--- src/rtl/te2q_pkg.sv ---
// shared types, constants and arithmetic helpers for the tilt euler to quaternion block
// no dependencies
package te2q_pkg;

	// datapath widths
	localparam int VEC_W      = 28;   // vectoring x/y, operands scaled by 2^8 plus growth
	localparam int ROT_W      = 34;   // rotation x/y/z
	localparam int SQ_W       = 48;   // square-root radicand
	localparam int SQRT_STEPS = 24;   // one result bit per cell
	localparam int TAB_LEN    = 24;
	localparam int LANES      = 3;    // roll, pitch, yaw

	// lane codes
	localparam int LANE_ROLL  = 0;
	localparam int LANE_PITCH = 1;
	localparam int LANE_YAW   = 2;

	typedef logic signed [VEC_W-1:0] vec_t;
	typedef logic signed [ROT_W-1:0] rot_t;
	typedef logic signed [15:0]      angle_t;
	typedef logic signed [31:0]      q30_t;

	// atan(2^-i), 2^31 = pi
	localparam logic [31:0] ATAN_TAB [TAB_LEN] = '{
		32'd536870912, 32'd316933406, 32'd167458907, 32'd85004756, 32'd42667331,
		32'd21354465, 32'd10679838, 32'd5340245, 32'd2670163, 32'd1335087,
		32'd667544, 32'd333772, 32'd166886, 32'd83443, 32'd41722, 32'd20861,
		32'd10430, 32'd5215, 32'd2608, 32'd1304, 32'd652, 32'd326, 32'd163, 32'd81
	};

	// 1/K in Q30
	localparam rot_t INV_GAIN = 34'sd652032874;

	// arctangent entry rounded half-up to an ab-bit binary angle
	function automatic logic [31:0] atan_bam(input int i, input int ab);
		logic [32:0] t;
		t = {1'b0, ATAN_TAB[i]} + (33'd1 << (31 - ab));
		return 32'(t >> (32 - ab));
	endfunction

	// q30 product rounded half-up
	function automatic q30_t mulq(input q30_t a, input q30_t b);
		logic signed [63:0] p;
		p = a * b + 64'sd536870912;
		return p[61:30];
	endfunction

	// round q30 sum to q1.14 and saturate to +-1.0
	function automatic angle_t to_q14(input logic signed [32:0] v);
		logic signed [32:0] r;
		r = (v + 33'sd32768) >>> 16;
		if (r > 33'sd16384)
			return 16'sd16384;
		else if (r < -33'sd16384)
			return -16'sd16384;
		else
			return r[15:0];
	endfunction

endpackage

--- src/rtl/te2q_rot_cell.sv ---
// one rotation cordic micro-rotation, residual angle in units of 2^31 = pi
// uses te2q_pkg
module te2q_rot_cell #(
	parameter int Step = 0
) (
	input  logic           clk,
	input  logic           en,
	input  te2q_pkg::rot_t x_in,
	input  te2q_pkg::rot_t y_in,
	input  te2q_pkg::rot_t z_in,
	output te2q_pkg::rot_t x_q,
	output te2q_pkg::rot_t y_q,
	output te2q_pkg::rot_t z_q
);

	localparam te2q_pkg::rot_t Atan = $signed({2'b00, te2q_pkg::ATAN_TAB[Step]});

	// drive residual towards zero
	always_ff @(posedge clk) begin
		if (en) begin
			if (!z_in[te2q_pkg::ROT_W-1]) begin
				x_q <= x_in - (y_in >>> Step);
				y_q <= y_in + (x_in >>> Step);
				z_q <= z_in - Atan;
			end else begin
				x_q <= x_in + (y_in >>> Step);
				y_q <= y_in - (x_in >>> Step);
				z_q <= z_in + Atan;
			end
		end
	end

endmodule

--- config.mk ---
export PLATFORM = sky130hd
export DESIGN_NAME = te2q_rot_cell
export DESIGN_NICKNAME = d
export VERILOG_FILES = /design/src/rtl/te2q_pkg.sv /design/src/rtl/te2q_rot_cell.sv
export SDC_FILE = /design/constraint.sdc
export NUM_CORES = 1
export LEC_CHECK = 0
export ABC_AREA = 1
export BUFFER_PORTS_ARGS = -buffer_cell sky130_fd_sc_hd__buf_2
export CORE_UTILIZATION = 55
export CTS_BUF_LIST = sky130_fd_sc_hd__clkbuf_4 sky130_fd_sc_hd__clkbuf_8
export DETAILED_ROUTE_END_ITERATION = 12
export PLACE_DENSITY = 0.77
export SLEW_MARGIN = 30
export SYNTH_ARGS = -nofsm -noshare
export SYNTH_HDL_FRONTEND = slang
export SYNTH_SLANG_ARGS = --single-unit
export TNS_END_PERCENT = 5
--- constraint.sdc ---
create_clock -name clk -period 2.5 [get_ports clk]
set_input_delay 0.5 -clock clk [delete_from_list [all_inputs] [get_ports clk]]
set_output_delay 0.5 -clock clk [all_outputs]
set_load 0.05 [all_outputs]
==> results.md <==
- Mean Syn Cell Area: 6.63 sq um
- Hold-fix buffers at CTS: 0
- Initial antenna violation count: 0
- Area share of the largest cell type after synthesis: 0.289
- WS Path Type: in -> reg
- Die width: roughly 140 um
- M2 GR Usage: 0.600
- Final worst path period share: 0.937
- RSZ-0062 raised after global routing: no
- Post-synth net total: roughly 1800
- DR DRC count: 0
- FP Rows: 50
- Busiest grt layer: met2
- First DRT Iteration DRCs: around 1300
- WP data arrival: 2.50 ns
- Post-synth EDFFs: 101
- Worst min path class: in -> reg
- Fill cell count: 1616
- Fmax: around 430 MHz
- Power Dens Cells: 500 nW/um^2
- Root Driver: clkbuf_8
- Data required time of the worst path: 2.66 ns
- YS warnings: 0
- Endpoints failing setup: 0
- Cells after synthesis: 1585
- Final #Nets: ~2200
- Die Area: between 15000 and 20000 sq um
- Crit-path cells: buf_2 -> inv_1 -> ha_1 -> nand2_2 -> nor2_1 -> nand2_1 -> nor2_1 -> nand3b_2 -> nand2_1 -> nand3_1 -> nand2_1 -> nand3_1 -> nand2_1
- LEAKAGE: 7.38 nW
- ANT cells: 0
- Largest net degree at the start of global routing: 73
- Syn-to-layout area delta: 29.9%
- Cell repeated most along the worst path: nand2_1
- Avg Vias per Cell: 5.49
- Largest area contributor in the netlist: edfxtp_1
- Total setup buffers inserted after CTS: 0
- Via count: between 10000 and 15000
- Met3 Usage GRT: 0.0479
- Clock buffer depth: 2
- Vias in the first global route: 11500
- Total GRT Usage: 0.376
- CP startpoint kind: primary input
- Wirelength per Cell: 16.2 um
- Max VDD drop: 0.000419 V
- PortBufs: 205
- Endpoints failing hold: 0
- Slowest stage delay, CP: between 0.5 and 0.6 ns
- Fin Hold WS: 0.265 ns
- Die Ht: 140 um
- HPWL Detailed: 30.4 mm
- Distinct cells, synth: 37
- Fraction of layout cells with a size suffix above 1: 0.242
- Core area: 18700 sq um
- Status: finished clean
- Placed instance area: 13400 sq um
- CTS resizes: 0
- Total Neg Setup Slack: 0 ns
- Pins Over Slew Limit: 0
- Synth area leaders: edfxtp_1 29%, nand2_1 17%, ha_1 12%
- Yosys reg bits: 101
- Crit path capture type: register
- Final Wtd Congestion: 0.989
- Clk slew on worst S/H paths: roughly 0.12 ns
- CTS tree: done
- Initial core utilization: 0.562
- TritonCTS Buffers: 9
- Total power: 0.00683 W
- GRT met1 Usage: 0.513
- Fin area: 13700 sq um
- IO Count: 206
- Crit path max fanout: 8
- Clk sinks: ~100
- DRT Pass-1 Iters: 8
- Crit path time final: roughly 2.3 ns
- Async SR Flop Fraction: 0
- Sequential area share after synthesis: 0.289
- Most numerous cell in the Yosys netlist: nand2_1
- Gr ovfl total: 0
- First-pass GRT wire length: about 57 mm
- Placed insts: 2224
- H-tree depth: 3
- Relative slew slack: 0.630
- Slowest-stage cell, CP: ha_1
- Post-synthesis cell area: between 10000 and 15000 sq um
- Final wirelength: 36.4 mm
- Post-Layout Cell Count: 2240
- Max cap viols: 0
- Post-DRT Antenna Nets: 0
- Commonest cells post-synth: 472 x nand2_1, 249 x inv_1, 166 x nand3_1
- Most used flip-flop cell after synthesis: edfxtp_1
- Worst Tran Pin Value: ~0.55 ns
-- per-stage QoR --
step	util	setup WS [ns]
global placement	0.719	-0.152
global route	0.730	0.00813
CTS	0.730	0.218
detailed placement	0.719	-0.206
floorplan	-	0.260
finish	0.730	0.158
-- state kept, by name (all words and copies together) (netlist names) --
signal  cells
x_q        34
y_q        33
z_q        34
-- metal layers --
layer	vias to the layer above	part of all wire
li1	5960	-
met1	5605	0.43
met2	640	0.44
met3	99	0.088
met4	0	0.040
met5	-	0
-- worst max-delay path: cells and delay by family --
| kind | cells | cell delay, ns |
|---|---|---|
| buf+inv | 2 | 0.13 |
| simple gates | 10 | 1.35 |
| fa+ha+maj | 1 | 0.52 |
-- cells by family after synthesis --
group / count (synthesis) / share of synthesized area
AND/OR/NAND/NOR: 811 / 0.321
buffers and inverters: 298 / 0.115
AO/OA/AOI/OAI: 242 / 0.123
adder cells (fa/ha/maj): 107 / 0.130
flip-flops: 101 / 0.289
XOR/XNOR: 25 / 0.0208
multiplexers: 1 / 0.000953
-- worst paths after layout --
check  startpoint  endpoint  slack, ns  cells after the start
max       x_in[5]   y_q[25]       0.16                     13
min      z_in[27]   z_q[27]       0.27                      1
-- placed cells by master (no fill, tap or decap), types with 4 or more instances in the layout --
cell      synthesis  routed
nor2_1          123     123
ha_1            103     103
nand4_1          16      16
buf_4            21     243
nand3_1         166     166
inv_1           249     249
o22ai_1           7       7
o21ai_0          89      89
clkbuf_8          0       9
nor3_1           14      14
buf_2            11     204
nand2_1         472     472
edfxtp_1        101     101
or2_2             4       4
a21oi_1         112     112
nor4_1            4       4
o21bai_1         13      13
inv_2             4       4
o21ai_1           7       7
fa_1              4       4
xor2_1           24      24
-- area by class of cell --
class,count,area [sq um],share of cell area
clock buffers,9,124,0.00907
flip-flops and latches,101,3030,0.222
multi-input cells,1186,6260,0.459
inverters,253,950,0.0696
clock inverters,7,81.3,0.00596
well taps,234,293,0.0214
repair buffers,450,2910,0.213
-- power by group --
group / switching, W / total [W] / internal, W / leakage (nW)
clock: 0.000710 / 0.00119 / 0.000479 / 0.101
combinational: 0.00232 / 0.00346 / 0.00114 / 6.30
sequential: 0.0000507 / 0.00218 / 0.00213 / 0.987
Power figures use the tool's default switching activity.
