$ cat src/rtl/te2q_pkg.sv
// shared types, constants and arithmetic helpers for the tilt euler to quaternion block
// no dependencies
package te2q_pkg;

	// datapath widths
	localparam int VEC_W      = 28;   // vectoring x/y, operands scaled by 2^8 plus growth
	localparam int ROT_W      = 34;   // rotation x/y/z
	localparam int SQ_W       = 48;   // square-root radicand
	localparam int SQRT_STEPS = 24;   // one result bit per cell
	localparam int TAB_LEN    = 24;
	localparam int LANES      = 3;    // roll, pitch, yaw

	// lane codes
	localparam int LANE_ROLL  = 0;
	localparam int LANE_PITCH = 1;
	localparam int LANE_YAW   = 2;

	typedef logic signed [VEC_W-1:0] vec_t;
	typedef logic signed [ROT_W-1:0] rot_t;
	typedef logic signed [15:0]      angle_t;
	typedef logic signed [31:0]      q30_t;

	// atan(2^-i), 2^31 = pi
	localparam logic [31:0] ATAN_TAB [TAB_LEN] = '{
		32'd536870912, 32'd316933406, 32'd167458907, 32'd85004756, 32'd42667331,
		32'd21354465, 32'd10679838, 32'd5340245, 32'd2670163, 32'd1335087,
		32'd667544, 32'd333772, 32'd166886, 32'd83443, 32'd41722, 32'd20861,
		32'd10430, 32'd5215, 32'd2608, 32'd1304, 32'd652, 32'd326, 32'd163, 32'd81
	};

	// 1/K in Q30
	localparam rot_t INV_GAIN = 34'sd652032874;

	// arctangent entry rounded half-up to an ab-bit binary angle
	function automatic logic [31:0] atan_bam(input int i, input int ab);
		logic [32:0] t;
		t = {1'b0, ATAN_TAB[i]} + (33'd1 << (31 - ab));
		return 32'(t >> (32 - ab));
	endfunction

	// q30 product rounded half-up
	function automatic q30_t mulq(input q30_t a, input q30_t b);
		logic signed [63:0] p;
		p = a * b + 64'sd536870912;
		return p[61:30];
	endfunction

	// round q30 sum to q1.14 and saturate to +-1.0
	function automatic angle_t to_q14(input logic signed [32:0] v);
		logic signed [32:0] r;
		r = (v + 33'sd32768) >>> 16;
		if (r > 33'sd16384)
			return 16'sd16384;
		else if (r < -33'sd16384)
			return -16'sd16384;
		else
			return r[15:0];
	endfunction

endpackage

$ cat src/rtl/te2q_sqrt_cell.sv
// one restoring square-root cell: settles one result bit per clock while en is high
// uses te2q_pkg
module te2q_sqrt_cell #(
	parameter int Step = 0
) (
	input  logic                      clk,
	input  logic                      en,
	input  logic [te2q_pkg::SQ_W-1:0] rem_in,
	input  logic [te2q_pkg::SQ_W-1:0] res_in,
	output logic [te2q_pkg::SQ_W-1:0] rem_q,
	output logic [te2q_pkg::SQ_W-1:0] res_q
);

	localparam logic [te2q_pkg::SQ_W-1:0] Bit = te2q_pkg::SQ_W'(1) << (46 - 2 * Step);

	logic [te2q_pkg::SQ_W-1:0] trial;

	assign trial = res_in + Bit;

	// compare and subtract
	always_ff @(posedge clk) begin
		if (en) begin
			if (rem_in >= trial) begin
				rem_q <= rem_in - trial;
				res_q <= (res_in >> 1) + Bit;
			end else begin
				rem_q <= rem_in;
				res_q <= res_in >> 1;
			end
		end
	end

endmodule

$ cat config.mk
export PLATFORM = sky130hd
export DESIGN_NAME = te2q_sqrt_cell
export DESIGN_NICKNAME = d
export VERILOG_FILES = /design/src/rtl/te2q_pkg.sv /design/src/rtl/te2q_sqrt_cell.sv
export SDC_FILE = /design/constraint.sdc
export NUM_CORES = 1
export LEC_CHECK = 0
export BUFFER_PORTS_ARGS = -buffer_cell sky130_fd_sc_hd__buf_4
export CAP_MARGIN = 10
export CELL_PAD_IN_SITES_DETAIL_PLACEMENT = 1
export CELL_PAD_IN_SITES_GLOBAL_PLACEMENT = 1
export CORE_MARGIN = 5
export CORE_UTILIZATION = 39
export CTS_CLUSTER_DIAMETER = 40
export DETAILED_ROUTE_END_ITERATION = 12
export MAX_ROUTING_LAYER = met4
export PLACE_DENSITY = 0.82
export SYNTH_ARGS = -nofsm -noshare
export SYNTH_HDL_FRONTEND = slang
export SYNTH_SLANG_ARGS = --single-unit
$ cat constraint.sdc
create_clock -name clk -period 3.4 [get_ports clk]
set_input_delay 0.68 -clock clk [delete_from_list [all_inputs] [get_ports clk]]
set_output_delay 0.68 -clock clk [all_outputs]
set_load 0.05 [all_outputs]
==> impl_metrics.toml, run 1 <==
[cells_and_area]
seqCellArea_um2 = 2880
area_growth_pct = 34.2
drive_gt1_share_pct = 30.2
fillers = 1883
nNetsFinal = 1030
final_util_pct = 52.9
stdcell_count = 1108
final_cell_area_um2 = 8690
multi_input_area_um2 = 3230
diodes = 0

[route]
drc = 0
vias_per_cell = 5.20
drtIter0Drc = 287
vias = 5767
finalWirelength_um = 19800
ant_nets = 0
drt_first_pass_iters = 4
wl_per_cell_um = 17.9

[yosys]
synthAdderAreaFrac_pct = 9.59
synth.area.mux_share_pct = 0.348
synth_top_family_by_area = "compound AO/OA/AOI/OAI gates"
synth.cell_area_um2 = 6470
synth_edf_count = 96
syn_nets = 821
synth_ff_type = "edfxtp_1"
synth_commonest_cells = "a21oi_1 (98), edfxtp_1 (96), nor2_1 (78)"
synth-warning-count = 0
post_synth_inst_count = 674
ys_seq_area_share_pct = 44.5
async_flop_share_pct = 0
synth.most_common_cell = "a21oi_1"
synth_area_leaders = "edfxtp_1 (45%), ha_1 (9.3%), a21oi_1 (7.6%), nor2_1 (4.5%), xnor2_1 (3.5%)"
synth_compound_area_share_pct = 21.0
synth_seq_cells = 96
yosysUniqueCellTypes = 68
syn_avg_cell_area_um2 = 9.60
yosys.area_share.simple_pct = 13.2
yosysTopAreaCell = "edfxtp_1"
synth_top_cell_area_share_pct = 44.5
synthXorXnorAreaFrac_pct = 5.82

[clock_tree]
path_clk_slew_ps = 70
clockBufferDepth = 2
hold_buffers = 0
cts_tree = "yes"
cts_resized = 0
root_buffer = "clkbuf_16"
cts_buffers = 9
post_cts_buffers = 0
h-tree-depth = 3
cts_sinks = 96

[setup_path]
critPathMaxStageDelay_ps = 400
path_max_fanout = 3
crit_chain = "buf_4 > inv_1 > ha_1 > fa_1 > and2b_1 > o2111ai_2 > a21bo_2 > a21oi_1 > o21ai_1 > a21oi_1 > a21boi_1 > a221o_1 > o21ai_2"
cp.required_ps = 3620
worstSetupPathType = "input port to flop"
startpoint_type = "input port"
timing.critical_path.arrival_ps = 3280
cp_slowest_cell = "fa_1"
worstSetupStartpoint = "rem_in[0]"
endpoint_kind = "flop"
critPathMostFrequentCell = "a21oi_1"

[pwr]
powerDensity_nw_per_um2 = 504
vdd_drop_max_uv = 258
cellLeakagePower_uw = 0.00387

[die]
coreArea_um2 = 16400
row_count = 47
die_x_um = 139
start_util_pct = 39.4
dieArea_um2 = 19300
ios = 194
die_h_um = 139

[placement]
dpl.hpwl_um = 15900
dp_cells = 1092
gp_congestion = 0.908
dp_slack_ps = -27.6
postPlaceCellArea_um2 = 8370
port_buffers = 193

[timing]
slew-limit-headroom_pct = 54.8
max_freq_mhz = 327
worstMarginPinSlew_ps = 677
rsz0062_at_grt = "false"
slew_violations = 0
fin_crit_sh_pct = 89.8
hold_violations = 0
fin_crit_ps = 3050
setup_slack_ps = 346
setup_viol = 0
setup_tns_ps = 0

[global_routing]
grt_first_pass_wirelength_um = 31700
grt_use_met1_pct = 24.7
antenna_found_initial = 0
grt.overflow.total = 0
grt_busiest_layer = "met2"
grt_usage_pct = 20.7
first_global_vias = 6128
grt_max_degree = 48
met3_usage_pct = 3.72
globalRouteMet2Util_pct = 36.0

[worst_hold_path]
holdPathEnd = "res_q[35]"
min-delay-start = "res_in[36]"
worstHoldPathType = "input port to flop"
worst_hold_path.num_cells = 1

[run]
maxCapViolations = 0

[status]
status = "completed"
==> cells by family (layout without fill, tap and decap cells) <==
logic type,after synthesis,in the layout
fa+ha+maj,49,49
flops,96,96
mux,2,2
buf+inv,88,302
compound gates,210,210
simple gates,186,186
xor+xnor,43,43
==> worst max-delay path by stage <==
stage                      to
floorplan            rem_q[0]
global placement    rem_q[40]
detailed placement  rem_q[47]
CTS                 rem_q[44]
global route        rem_q[40]
finish              rem_q[40]
==> report_power, final <==
part	leakage, uW	switching (uW)	internal, uW
logic	0.00277	1120	613
clock network	0.000160	475	647
registers	0.000941	40.9	1480
==> stage by stage <==
stage	power (uW)	hold WS [ps]
5_1_grt	4600	496
4_1_cts	4420	494
3_3_place_gp	3250	868
3_5_place_dp	3280	869
2_1_floorplan	2680	779
6_report	4380	503
==> worst max-delay path, delay by kind of cell <==
family | cells | cell delay, ps
simple gates | 1 | 250
buf+inv | 2 | 120
compound gates | 8 | 1600
fa+ha+maj | 2 | 620
==> cells in the final DEF (no fill, tap or decap), drive strengths merged, types with 3 or more instances in the layout <==
| cell | instances |
|---|---|
| a211oi | 5 |
| a21o | 21 |
| a21oi | 103 |
| a31oi | 8 |
| and2 | 3 |
| and3 | 5 |
| and4 | 4 |
| buf | 227 |
| clkbuf | 9 |
| clkinv | 3 |
| edfxtp | 96 |
| ha | 48 |
| inv | 61 |
| nand2 | 47 |
| nand2b | 3 |
| nand3 | 10 |
| nand4 | 12 |
| nor2 | 78 |
| nor3 | 7 |
| o2111ai | 3 |
| o21a | 6 |
| o21ai | 32 |
| o21bai | 7 |
| o31ai | 3 |
| or3 | 4 |
| xnor2 | 26 |
| xor2 | 17 |
==> layout make-up <==
cell class,instances,area share [%]
well taps,220,3.17
repair buffers,227,20.2
inverters,59,2.55
multi-input cells,490,37.2
clock buffers,9,2.59
flip-flops and latches,96,33.2
clock inverters,7,1.07
==> routing by layer <==
metal  share of wire (%)  vias to the layer above  routed length [um]
met3                 5.0                       23                 987
met4                 1.6                        0                 325
met1                  43                     2753                8430
met2                  51                      146               10100
met5                   0                        -                   0
li1                    -                     2845                   -
==> registers in the layout, indices dropped and copies added (netlist names) <==
name   flops
rem_q     48
res_q     48
Power figures use the tool's default switching activity.
==> inputs of run 2 (changes only) <==
REMOVE_ABC_BUFFERS = 1   (was not set)
SLEW_MARGIN = 10   (was not set)
clock period = 2.9 ns   (was 3.4 ns; I/O delays follow)
==> run 2 against run 1 <==
Against the previous run:
- core utilization up 4.7 points
- clock power increased by 13%
- hold slack got worse by 110 ps
- first-iteration DRC count shrank 5.9%
- sequential power grew 18%
- largest cell class unchanged
==> impl_metrics.toml, run 2 (synthesized netlist as in run 1, its figures left out) <==
[setup_path]
startpoint_type = "input port"
crit_family = "compound AO/OA/AOI/OAI gates"
critPathMaxStageDelay_ps = 350
cp_slowest_cell = "ha_1"
timing.critical_path.arrival_ps = 2910
crit_chain = "buf_4 > ha_1 > and3_1 > a22o_1 > a21o_2 > a31oi_4 > a21oi_4 > a31oi_2 > o31a_1 > o21a_1 > o211ai_1"
cp_num_buf_inv = 1
cp.required_ps = 3010
endpoint_kind = "flop"
path_max_fanout = 4
crit_cells = 11
worstSetupPathType = "input port to flop"

[cells_and_area]
fillers = 1913
multi_input_area_um2 = 3310
final_common_cell = "buf_4"
final_util_pct = 57.6
seqCellArea_um2 = 2880
reg.largest.list = "rem_q x48, res_q x48"
drive_gt1_share_pct = 38.4
area_growth_pct = 46.0
diodes = 0
nNetsFinal = 1129
final_cell_area_um2 = 9450
stdcell_count = 1207
final_cell_mix = "buf_4 (325), edfxtp_1 (96), a21oi_1 (94)"

[timing]
max_freq_mhz = 357
slew_violations = 0
fin_crit_ps = 2800
fin_crit_sh_pct = 96.7
slew-limit-headroom_pct = 46.7
worstMarginPinSlew_ps = 800
hold_violations = 0
setup_viol = 0
holdWs_ps = 397

[route]
ant_nets = 0
vias = 6307
finalWirelength_um = 22200
drtIter0Drc = 270
wl_per_cell_um = 18.4
vias_per_cell = 5.23
drc = 0
drt_first_pass_iters = 4

[clock_tree]
cts_sinks = 96
path_clk_slew_ps = 80
clockBufferDepth = 2
root_buffer = "clkbuf_16"
hold_buffers = 0
cts_buffers = 9
h-tree-depth = 3
cts_tree = "yes"

[die]
row_count = 47
ios = 194
dieArea_um2 = 19300
start_util_pct = 39.4
die_x_um = 139
coreArea_um2 = 16400
die_h_um = 139

[placement]
dp_cells = 1187
gp_congestion = 0.892
port_buffers = 193
postPlaceCellArea_um2 = 9040
dpl.hpwl_um = 17400

[worst_hold_path]
worstHoldPathType = "input port to flop"
worst_hold_path.num_cells = 1

[global_routing]
antenna_found_initial = 0
grt_max_degree = 59
grt_first_pass_wirelength_um = 35200
grt_usage_pct = 23.0
grt.overflow.total = 0
first_global_vias = 7100

[pwr]
vdd_drop_max_uv = 337
cellLeakagePower_uw = 0.00432
powerDensity_nw_per_um2 = 561
p_total_uw = 5300

[run]
maxCapViolations = 0

[status]
status = "completed"
run 2: cell types whose count changed in the layout (fill, tap and decap cells not counted), moves of 3 or more:
cell / before / now
buf_12: 4 / 1
a21oi_2: 4 / 7
buf_4: 223 / 325
a21oi_1: 98 / 94
clkinv_2: 3 / 0
run 2: worst paths after layout:
| check | start | to | slack, ps |
|---|---|---|---|
| setup / recovery | rem_in[6] | rem_q[47] | 100 |
| hold / removal | res_in[39] | res_q[38] | 400 |
run 2: repair_timing:
item,CTS,global route
resized for setup,7,10
pin swaps,6,5
endpoints found under the setup margin,11,24
buffers inserted,1,3
run 2: metrics by stage:
| step | TNS (ps) | setup slack, ps |
|---|---|---|
| floorplan | -84000 | -1960 |
| global placement | -10210 | -324 |
| detailed placement | -16470 | -464 |
| CTS | 0 | 7.97 |
| global route | -54.0 | -20.4 |
| finish | 0 | 95.7 |
run 2: per-layer routing:
metal	GRT usage, %	part of all wire, %	vias to the layer above	wire length (um)
li1	-	-	3053	-
met1	24.8	39	3066	8750
met2	42.4	54	150	11900
met3	4.52	4.6	38	1010
met4	7.47	2.5	0	545
met5	-	0	-	0
run 2: power by group:
part / switching, uW / total, uW / internal (uW)
Clock: 593 / 1270 / 678
Combinational: 1390 / 2240 / 858
Sequential: 50.2 / 1790 / 1740
Total: 2030 / 5300 / 3280
run 2: cell type report:
cell class | instances | share of cell area (%)
clock buffers | 9 | 2.38
inverters | 59 | 2.34
well taps | 220 | 2.91
repair buffers | 326 | 26.0
clock inverters | 7 | 0.808
multi-input cells | 490 | 35.0
flip-flops and latches | 96 | 30.5
