===== src/rtl/te2q_pkg.sv =====
// shared types, constants and arithmetic helpers for the tilt euler to quaternion block
// no dependencies
package te2q_pkg;

	// datapath widths
	localparam int VEC_W      = 28;   // vectoring x/y, operands scaled by 2^8 plus growth
	localparam int ROT_W      = 34;   // rotation x/y/z
	localparam int SQ_W       = 48;   // square-root radicand
	localparam int SQRT_STEPS = 24;   // one result bit per cell
	localparam int TAB_LEN    = 24;
	localparam int LANES      = 3;    // roll, pitch, yaw

	// lane codes
	localparam int LANE_ROLL  = 0;
	localparam int LANE_PITCH = 1;
	localparam int LANE_YAW   = 2;

	typedef logic signed [VEC_W-1:0] vec_t;
	typedef logic signed [ROT_W-1:0] rot_t;
	typedef logic signed [15:0]      angle_t;
	typedef logic signed [31:0]      q30_t;

	// atan(2^-i), 2^31 = pi
	localparam logic [31:0] ATAN_TAB [TAB_LEN] = '{
		32'd536870912, 32'd316933406, 32'd167458907, 32'd85004756, 32'd42667331,
		32'd21354465, 32'd10679838, 32'd5340245, 32'd2670163, 32'd1335087,
		32'd667544, 32'd333772, 32'd166886, 32'd83443, 32'd41722, 32'd20861,
		32'd10430, 32'd5215, 32'd2608, 32'd1304, 32'd652, 32'd326, 32'd163, 32'd81
	};

	// 1/K in Q30
	localparam rot_t INV_GAIN = 34'sd652032874;

	// arctangent entry rounded half-up to an ab-bit binary angle
	function automatic logic [31:0] atan_bam(input int i, input int ab);
		logic [32:0] t;
		t = {1'b0, ATAN_TAB[i]} + (33'd1 << (31 - ab));
		return 32'(t >> (32 - ab));
	endfunction

	// q30 product rounded half-up
	function automatic q30_t mulq(input q30_t a, input q30_t b);
		logic signed [63:0] p;
		p = a * b + 64'sd536870912;
		return p[61:30];
	endfunction

	// round q30 sum to q1.14 and saturate to +-1.0
	function automatic angle_t to_q14(input logic signed [32:0] v);
		logic signed [32:0] r;
		r = (v + 33'sd32768) >>> 16;
		if (r > 33'sd16384)
			return 16'sd16384;
		else if (r < -33'sd16384)
			return -16'sd16384;
		else
			return r[15:0];
	endfunction

endpackage


===== src/rtl/te2q_vec_cell.sv =====
// one vectoring cordic micro-rotation with binary angle accumulation
// uses te2q_pkg
module te2q_vec_cell #(
	parameter int AngleBits = 16,
	parameter int Step      = 0
) (
	input  logic                 clk,
	input  logic                 en,
	input  te2q_pkg::vec_t       x_in,
	input  te2q_pkg::vec_t       y_in,
	input  logic [AngleBits-1:0] acc_in,
	output te2q_pkg::vec_t       x_q,
	output te2q_pkg::vec_t       y_q,
	output logic [AngleBits-1:0] acc_q
);

	localparam logic [AngleBits-1:0] Atan = AngleBits'(te2q_pkg::atan_bam(Step, AngleBits));

	// drive y towards zero
	always_ff @(posedge clk) begin
		if (en) begin
			if (!y_in[te2q_pkg::VEC_W-1]) begin
				x_q   <= x_in + (y_in >>> Step);
				y_q   <= y_in - (x_in >>> Step);
				acc_q <= acc_in + Atan;
			end else begin
				x_q   <= x_in - (y_in >>> Step);
				y_q   <= y_in + (x_in >>> Step);
				acc_q <= acc_in - Atan;
			end
		end
	end

endmodule


===== config.mk =====
export PLATFORM = sky130hd
export DESIGN_NAME = te2q_vec_cell
export DESIGN_NICKNAME = d
export VERILOG_FILES = /design/src/rtl/te2q_pkg.sv /design/src/rtl/te2q_vec_cell.sv
export SDC_FILE = /design/constraint.sdc
export NUM_CORES = 1
export LEC_CHECK = 0
export CAP_MARGIN = 40
export CORE_UTILIZATION = 56
export CTS_CLUSTER_SIZE = 25
export DETAILED_ROUTE_END_ITERATION = 6
export DONT_BUFFER_PORTS = 1
export GPL_TIMING_DRIVEN = 0
export PLACE_DENSITY = 0.76
export SYNTH_ARGS = -nofsm -noshare
export SYNTH_HDL_FRONTEND = slang
export SYNTH_SLANG_ARGS = --single-unit

===== constraint.sdc =====
create_clock -name clk -period 3.8 [get_ports clk]
set_clock_uncertainty 0.2 [all_clocks]
set_input_delay 0.19 -clock clk [delete_from_list [all_inputs] [get_ports clk]]
set_output_delay 0.19 -clock clk [all_outputs]
set_load 0.02 [all_outputs]

==> results of run 1 <==
-- layout make-up --
type	count	area, um^2
plain buffers	36	143
clock buffers	9	225
clock inverters	5	51.3
fillers	1012	4420
inverters	90	338
multi-input cells	594	4240
flip-flops and latches	71	2130
well taps	147	184
repair buffers	21	231
-- sequential cells by signal, summed over array words and instances (netlist names) --
name,flops
y_q,28
acc_q,16
x_q,27
-- synthesized netlist by cell type (9+ instances only) --
master | number | share of area
a21oi_1 | 95 | 0.069
xnor2_1 | 48 | 0.061
nand2_1 | 50 | 0.027
nor4_1 | 14 | 0.013
inv_1 | 89 | 0.049
nor3_1 | 16 | 0.012
nor2_1 | 40 | 0.022
a21o_1 | 12 | 0.013
o21ai_0 | 58 | 0.042
ha_1 | 81 | 0.15
o21bai_1 | 10 | 0.011
nand4_1 | 9 | 0.0082
nor2b_1 | 9 | 0.0082
clkbuf_1 | 26 | 0.014
o31ai_1 | 9 | 0.0099
edfxtp_1 | 71 | 0.31
mux2i_1 | 10 | 0.015
o211ai_1 | 13 | 0.014
nand3_1 | 14 | 0.010
-- final timing paths --
kind | endpoint | slack [ns] | cells after the start
worst max-delay path | x_q[18]$_DFFE_PP_ | 0.25 | 10
worst min-delay path | x_q[1]$_DFFE_PP_ | 0.03 | 2
-- critical path, cell delays in order --
cell and delay [ns]:
dlygate4sd3_1 0.54, ha_1 0.21, fa_1 0.44, and4b_1 0.36, a211oi_1 0.12, o21ai_0 0.74, nand3_1 0.25, and3_1 0.25
a21oi_1 0.16, xnor2_1 0.14
-- per-stage QoR --
| step | hold WS, ns | setup WS, ns |
|---|---|---|
| finish | 0.0254 | 0.254 |
| global placement | 0.0889 | 0.154 |
| floorplan | 0.0889 | 0.906 |
| global route | 0.0436 | 0.261 |
| CTS | 0.0311 | 0.426 |
| detailed placement | 0.0889 | 0.124 |
-- report_power, final --
group          total (mW)  switching (mW)  internal, mW
clock               0.798           0.303         0.495
combinational       0.951           0.624         0.327
sequential           1.23           0.195          1.04
total                2.98            1.12          1.86
-- what timing repair did --
item | CTS | global route
hold endpoints to repair | 89 | 0
hold buffers | 18 | 0
setup endpoints to repair | 0 | 0
-- kinds of logic after synthesis --
logic type	after synthesis	synth area share
AOI/OAI and AO/OA	269	0.251
DFF	71	0.311
muxes	10	0.0146
xor gates and xnor gates	54	0.0690
and+or+nand+nor	176	0.124
adders and majority gates	85	0.160
buffers and inverters	126	0.0701
-- per-layer routing --
metal / track usage / up-vias / routed length [um]
met5: 0 / - / 0
met4: 0.135 / 0 / 788
li1: - / 2926 / -
met1: 0.517 / 3142 / 9810
met3: 0.106 / 73 / 3000
met2: 0.570 / 491 / 10300
==> impl_metrics.yaml, run 1 <==
place:
  dp_cells: 941
  placed_cell_area_um2: 7070
  gp_congestion: 1.02
  portBuffers: 0
  dp_hpwl_um: 18800
die:
  fp.dieW_um: 113
  rows: 40
  core_area_um2: 12000
  die_h_um: 113
  initial_core_util: 0.573
  dieArea_um2: 12700
  ios: 146
sta:
  tns_ns: 0
  slew_headroom: 0.388
  tightest_slew_ns: 0.909
  hold_viol: 0
  min_period_ns: 3.55
  finalCritPeriodShare: 0.933
  slew_violations: 0
  setup_viol: 0
  rsz0062_at_grt: "false"
  fmax_mhz: 282
cts:
  numClockSinks: 71
  clockBufferDepth: 2
  cts_setup_buffers: 0
  clk_pin_slew_worst_paths_ns: 0.05
  cts_tree: "built"
  cts_max_level: 3
  post_cts_resized: 0
  numCtsBuffers: 9
  root_buffer: "clkbuf_16"
cells_and_area:
  design_area_um2: 7540
  final_common_cell: "a21oi_1"
  final_cell_mix: "a21oi_1 (95), inv_1 (89), ha_1 (81), edfxtp_1 (71), o21ai_0 (58)"
  antennaDiodeCount: 0
  layout.cells.non_filler: 973
  finalNetCount: 982
  utilization: 0.631
  drive_above_1_share: 0.0387
  area_growth_pct: 10.1
setup_path:
  critPathLaunch: "y_in[0]"
  cp-start-kind: "primary input"
  timing_worst_setup_path_type: "primary input to flop"
  crit_path_end_kind: "flop"
  critPathRequiredTime_ns: 3.65
  cp_max_fo: 4
  arrival_ns: 3.40
global_route:
  gr-total-overflow: 0
  grt_pass1_vias: 6401
  track_usage: 0.378
  grt_pass1_wl_um: 36100
  antenna_found_initial: 0
  grt_start_max_net_pins: 72
yosys:
  synth_cell_types: 58
  syn_area_um2: 6850
  postSynthAreaPerCell_um2: 8.66
  async_flop_share: 0
  synth-edff-count: 71
  post_synth_inst_count: 791
  ys_seq_elements: 71
  ys_seq_area_frac: 0.311
  synth_ff_type: "edfxtp_1"
  yosys_warnings: 0
  mappedNetlistNets: 950
min_path:
  hold_start: "y_in[1]"
  holdCritPathClass: "primary input to flop"
drt:
  viasPerCell: 6.82
  drc_errors: 0
  vias: 6632
  first_pass_iters: 5
  totalWireLength_um: 23900
  ant_nets: 0
  drt_iter0_markers: 850
  wl_per_cell_um: 24.6
pwr:
  p_leak_nw: 3.09
  total_power_mw: 2.98
  vdd_drop_max_v: 0.000209
  power_density_nw_per_um2: 395
run_status:
  status: "finished clean"
job:
  max-cap-violations: 0
(Power assumes the default switching activity.)
==> inputs of run 2 (changes only) <==
==> constraint.sdc (replaced) <==
create_clock -name clk -period 3.8 [get_ports clk]
set_clock_uncertainty 0.2 [all_clocks]
set_input_delay 0.38 -clock clk [delete_from_list [all_inputs] [get_ports clk]]
set_output_delay 0.38 -clock clk [all_outputs]
set_load 0.02 [all_outputs]
==> run 2 against run 1 <==
Against the previous run:
- worst setup slack got worse by 0.14 ns
- non-clock buffer count decreased by 4
- wire length decreased by 0.68%
- die area unchanged
- clock power decreased by 0.5%
- combinational power about the same
- first-iteration DRC count increased by 9.9%
- critical path depth unchanged
- fmax decreased by 3.7%
- cell count decreased by 0.41%
- largest power group unchanged
- highest routed layer unchanged
==> impl_metrics.yaml, run 2 (same netlist as run 1, synthesis figures left out) <==
sta:
  setup_viol: 0
  tightest_slew_ns: 0.965
  slew_headroom: 0.350
  min_period_ns: 3.68
  hold_slack_ns: 0.0513
  fmax_mhz: 272
  hold_viol: 0
  finalCritPeriodShare: 0.969
  rsz0062_at_grt: "false"
  slew_violations: 0
  tns_ns: 0
global_route:
  track_usage: 0.375
  antenna_found_initial: 0
  grt_start_max_net_pins: 72
  gr-total-overflow: 0
  grtUsageMet3: 0.107
  grt.met1_usage: 0.515
  grt_busiest_layer: "met2"
  grt_pass1_wl_um: 35900
  grt_pass1_vias: 6362
  use_met2: 0.560
cells_and_area:
  antennaDiodeCount: 0
  design_area_um2: 7500
  final.fill_count: 1018
  utilization: 0.627
  multiInputGateArea_um2: 4240
  regMostFlops: "y_q"
  final_cell_mix: "a21oi_1 (95), inv_1 (89), ha_1 (81), edfxtp_1 (71), o21ai_0 (58)"
  largest_register_ffs: 28
  drive_above_1_share: 0.0389
  largest_registers: "y_q x28, x_q x27, acc_q x16"
  final_common_cell: "a21oi_1"
  seq_area_um2: 2130
  finalNetCount: 978
  area_growth_pct: 9.52
die:
  initial_core_util: 0.573
  ios: 146
  rows: 40
  fp.dieW_um: 113
  die_h_um: 113
  core_area_um2: 12000
  dieArea_um2: 12700
min_path:
  holdCritPathClass: "primary input to flop"
cts:
  numClockSinks: 71
  cts_max_level: 3
  root_buffer: "clkbuf_16"
  cts_hold_buf: 14
  post_cts_resized: 0
  numCtsBuffers: 9
  clk_pin_slew_worst_paths_ns: 0.06
  clockBufferDepth: 2
  cts_setup_buffers: 0
  cts_tree: "built"
place:
  gp_congestion: 1.02
  placed_cell_area_um2: 7070
  dp_hpwl_um: 18800
  portBuffers: 0
setup_path:
  arrival_ns: 3.53
  crit_path_end_kind: "flop"
  timing_worst_setup_path_type: "primary input to flop"
  cp-start-kind: "primary input"
  critPathRequiredTime_ns: 3.65
  cp_max_fo: 4
job:
  max-cap-violations: 0
pwr:
  vdd_drop_max_v: 0.000217
  power_density_nw_per_um2: 396
  total_power_mw: 2.97
  p_leak_nw: 3.07
drt:
  wl_per_cell_um: 24.5
  totalWireLength_um: 23800
  viasPerCell: 6.84
  vias: 6630
  ant_nets: 0
  first_pass_iters: 5
  drc_errors: 0
  drt_iter0_markers: 934
run_status:
  status: "finished clean"
==> run 2: layer usage <==
layer | routed length, um | vias up
met5 | 0 | -
met4 | 721 | 0
met3 | 3170 | 69
met2 | 10200 | 508
met1 | 9650 | 3130
li1 | - | 2923
==> run 2: area by class of cell <==
class                      count  area share
timing repair buffer          17      0.0255
clock inverter                 5     0.00684
inverter                      90      0.0450
tap                          147      0.0245
clock buffer                   9      0.0300
multi-input combinational    594       0.565
sequential                    71       0.284
buffer                        36      0.0190
==> run 2: power by group <==
| group | internal, mW | switching, mW | total, mW |
|---|---|---|---|
| combinational | 0.324 | 0.624 | 0.948 |
| clock | 0.495 | 0.299 | 0.794 |
| sequential | 1.04 | 0.195 | 1.23 |
| total | 1.85 | 1.12 | 2.97 |
==> run 2: final timing paths <==
check / endpoint / start / slack, ns / depth (start not counted)
min: acc_q[13]$_DFFE_PP_ / acc_in[13] / 0.05 / 1
max: y_q[26]$_DFFE_PP_ / x_in[0] / 0.12 / 10
==> run 2: through the flow <==
stage	setup WS [ns]	instances
4_1_cts	0.280	969
6_report	0.118	969
2_1_floorplan	0.716	791
3_5_place_dp	-0.0663	941
3_3_place_gp	-0.0363	938
5_1_grt	0.111	969
==> run 2: critical path: stages <==
cell	delay, ns
ha_1	0.16
inv_1	0.07
fa_1	0.41
o21bai_1	0.31
a2111oi_2	0.15
a2111oi_2	0.62
a311oi_1	0.29
o311ai_0	0.63
a22oi_1	0.28
xor2_1	0.24
==> inputs of run 3 (changes only) <==
PLACE_DENSITY = 0.73   (was 0.76)
clock period = 4.45 ns   (was 3.8 ns; I/O delays follow)
==> run 3 against run 2 <==
Against the previous run:
- the flow now finishes with violations (design-rule violations)
- critical path depth unchanged
- global-route usage down 1.3 points
- via count shrank 2.0%
- critical path type unchanged
- first-iteration DRC count decreased by 5.0%
- sequential share of layout area grew 0.78 points
- largest cell class unchanged
- power fell by 18%
- count of clock-buffer cells in the layout up 2
==> impl_metrics.yaml, run 3 (same netlist as run 1, synthesis figures left out) <==
run_status:
  status: "finished with violations"
  violations: "design-rule violations"
cts:
  cts_max_level: 3
  numCtsBuffers: 9
  cts_tree: "built"
  root_buffer: "clkbuf_16"
  clockBufferDepth: 2
  clk_pin_slew_worst_paths_ns: 0.05
  post_cts_resized: 0
  numClockSinks: 71
  cts_hold_buf: 0
  cts_setup_buffers: 0
setup_path:
  critPathSlowestCell: "a2111oi_2"
  arrival_ns: 3.48
  crit_path_end_kind: "flop"
  critPathTopFamily: "compound AO/OA/AOI/OAI gates"
  crit_top_cell: "a2111oi_2"
  cp_max_fo: 4
  critPathRequiredTime_ns: 4.29
  timing.critical_path.buf_inv: 1
  timing_worst_setup_path_type: "primary input to flop"
  cp-start-kind: "primary input"
  crit_chain: "ha_1 -> inv_1 -> fa_1 -> o21bai_1 -> a2111oi_2 -> a2111oi_2 -> a311oi_1 -> o311ai_0 -> a22oi_1 -> xor2_1"
  max_stage_delay_ns: 0.59
pwr:
  power_density_nw_per_um2: 335
  p_leak_nw: 2.97
  vdd_drop_max_v: 0.000169
cells_and_area:
  area_growth_pct: 6.59
  largest_register_ffs: 28
  regMostFlops: "y_q"
  antennaDiodeCount: 0
  drive_above_1_share: 0.0347
  largest_registers: "y_q x28, x_q x27, acc_q x16"
  final_cell_mix: "a21oi_1 (95), inv_1 (89), ha_1 (81), edfxtp_1 (71), o21ai_0 (58)"
  utilization: 0.610
  finalNetCount: 962
  design_area_um2: 7300
  final_common_cell: "a21oi_1"
drt:
  drt_iter0_markers: 887
  viasPerCell: 6.81
  wl_per_cell_um: 24.0
  vias: 6498
  ant_nets: 0
  first_pass_iters: 7
  totalWireLength_um: 22900
  drc_errors: 3
sta:
  min_period_ns: 3.64
  rsz0062_at_grt: "false"
  fmax_mhz: 275
  fin_ws_ns: 0.811
  hold_viol: 0
  tns_ns: 0
  slew_headroom: 0.376
  tightest_slew_ns: 0.927
  finalCritPeriodShare: 0.818
  setup_viol: 0
  slew_violations: 0
die:
  core_area_um2: 12000
  dieArea_um2: 12700
  ios: 146
  fp.dieW_um: 113
  rows: 40
  die_h_um: 113
  initial_core_util: 0.573
min_path:
  whs_path_depth: 0
  min_to: "acc_q[1]$_DFFE_PP_"
  hold_start: "acc_in[1]"
  holdCritPathClass: "primary input to flop"
place:
  dp_hpwl_um: 18500
  portBuffers: 0
  dp_slack_ns: 0.543
  placed_cell_area_um2: 7050
  gp_congestion: 0.962
global_route:
  grt_start_max_net_pins: 72
  track_usage: 0.362
  grt_pass1_wl_um: 34600
  grt_pass1_vias: 6316
  gr-total-overflow: 0
  antenna_found_initial: 0
job:
  max-cap-violations: 0
## run 3: cell types whose count changed in the layout (fill, tap and decap cells not counted)
cell           change
buf_16             -1
buf_6              -2
bufinv_16          -1
clkbuf_1           +2
clkinv_2           -1
clkinvlp_4         +1
dlygate4sd3_1     -13
## run 3: per-stage QoR
step	std cells	power [mW]	hold slack (ns)
detailed placement	939	1.81	0.344
CTS	954	2.42	0.00336
global route	954	2.53	0.00377
finish	954	2.45	0.0161
floorplan	791	1.58	0.344
global placement	938	1.79	0.344
## run 3: layout make-up
class / instances / area (um^2)
Clock inverter: 4 / 23.8
Tap cell: 147 / 184
Sequential cell: 71 / 2130
Clock buffer: 11 / 233
Timing Repair Buffer: 1 / 11.3
Inverter: 90 / 338
Buffer: 36 / 143
Multi-Input combinational cell: 594 / 4240
Fill cell: 1029 / 4660
## run 3: how the worst max path moves through the flow
stage            start           endpoint  slack (ns)  cells after the start
6_report       x_in[0]  y_q[26]$_DFFE_PP_        0.81                     10
5_1_grt        x_in[0]  y_q[26]$_DFFE_PP_        0.64                     10
4_1_cts        x_in[0]  y_q[26]$_DFFE_PP_        0.85                     10
3_5_place_dp   x_in[0]  y_q[26]$_DFFE_PP_        0.54                     10
3_3_place_gp   x_in[0]  y_q[26]$_DFFE_PP_        0.50                     10
2_1_floorplan  x_in[0]  x_q[26]$_DFFE_PP_        1.30                     10
## run 3: power breakdown
part	leakage, nW	total [mW]	switching (mW)	internal, mW
clock network	0.119	0.615	0.244	0.371
registers	0.695	1.05	0.166	0.884
logic	2.16	0.781	0.517	0.265
total	2.97	2.45	0.927	1.52
## run 3: per-layer routing
| metal | up-vias | routed length, um | GRT usage |
|---|---|---|---|
| li1 | 2887 | - | - |
| met2 | 498 | 9630 | 0.547 |
| met4 | 0 | 662 | 0.137 |
| met3 | 54 | 3000 | 0.0842 |
| met1 | 3059 | 9560 | 0.501 |
| met5 | - | 0 | 0 |
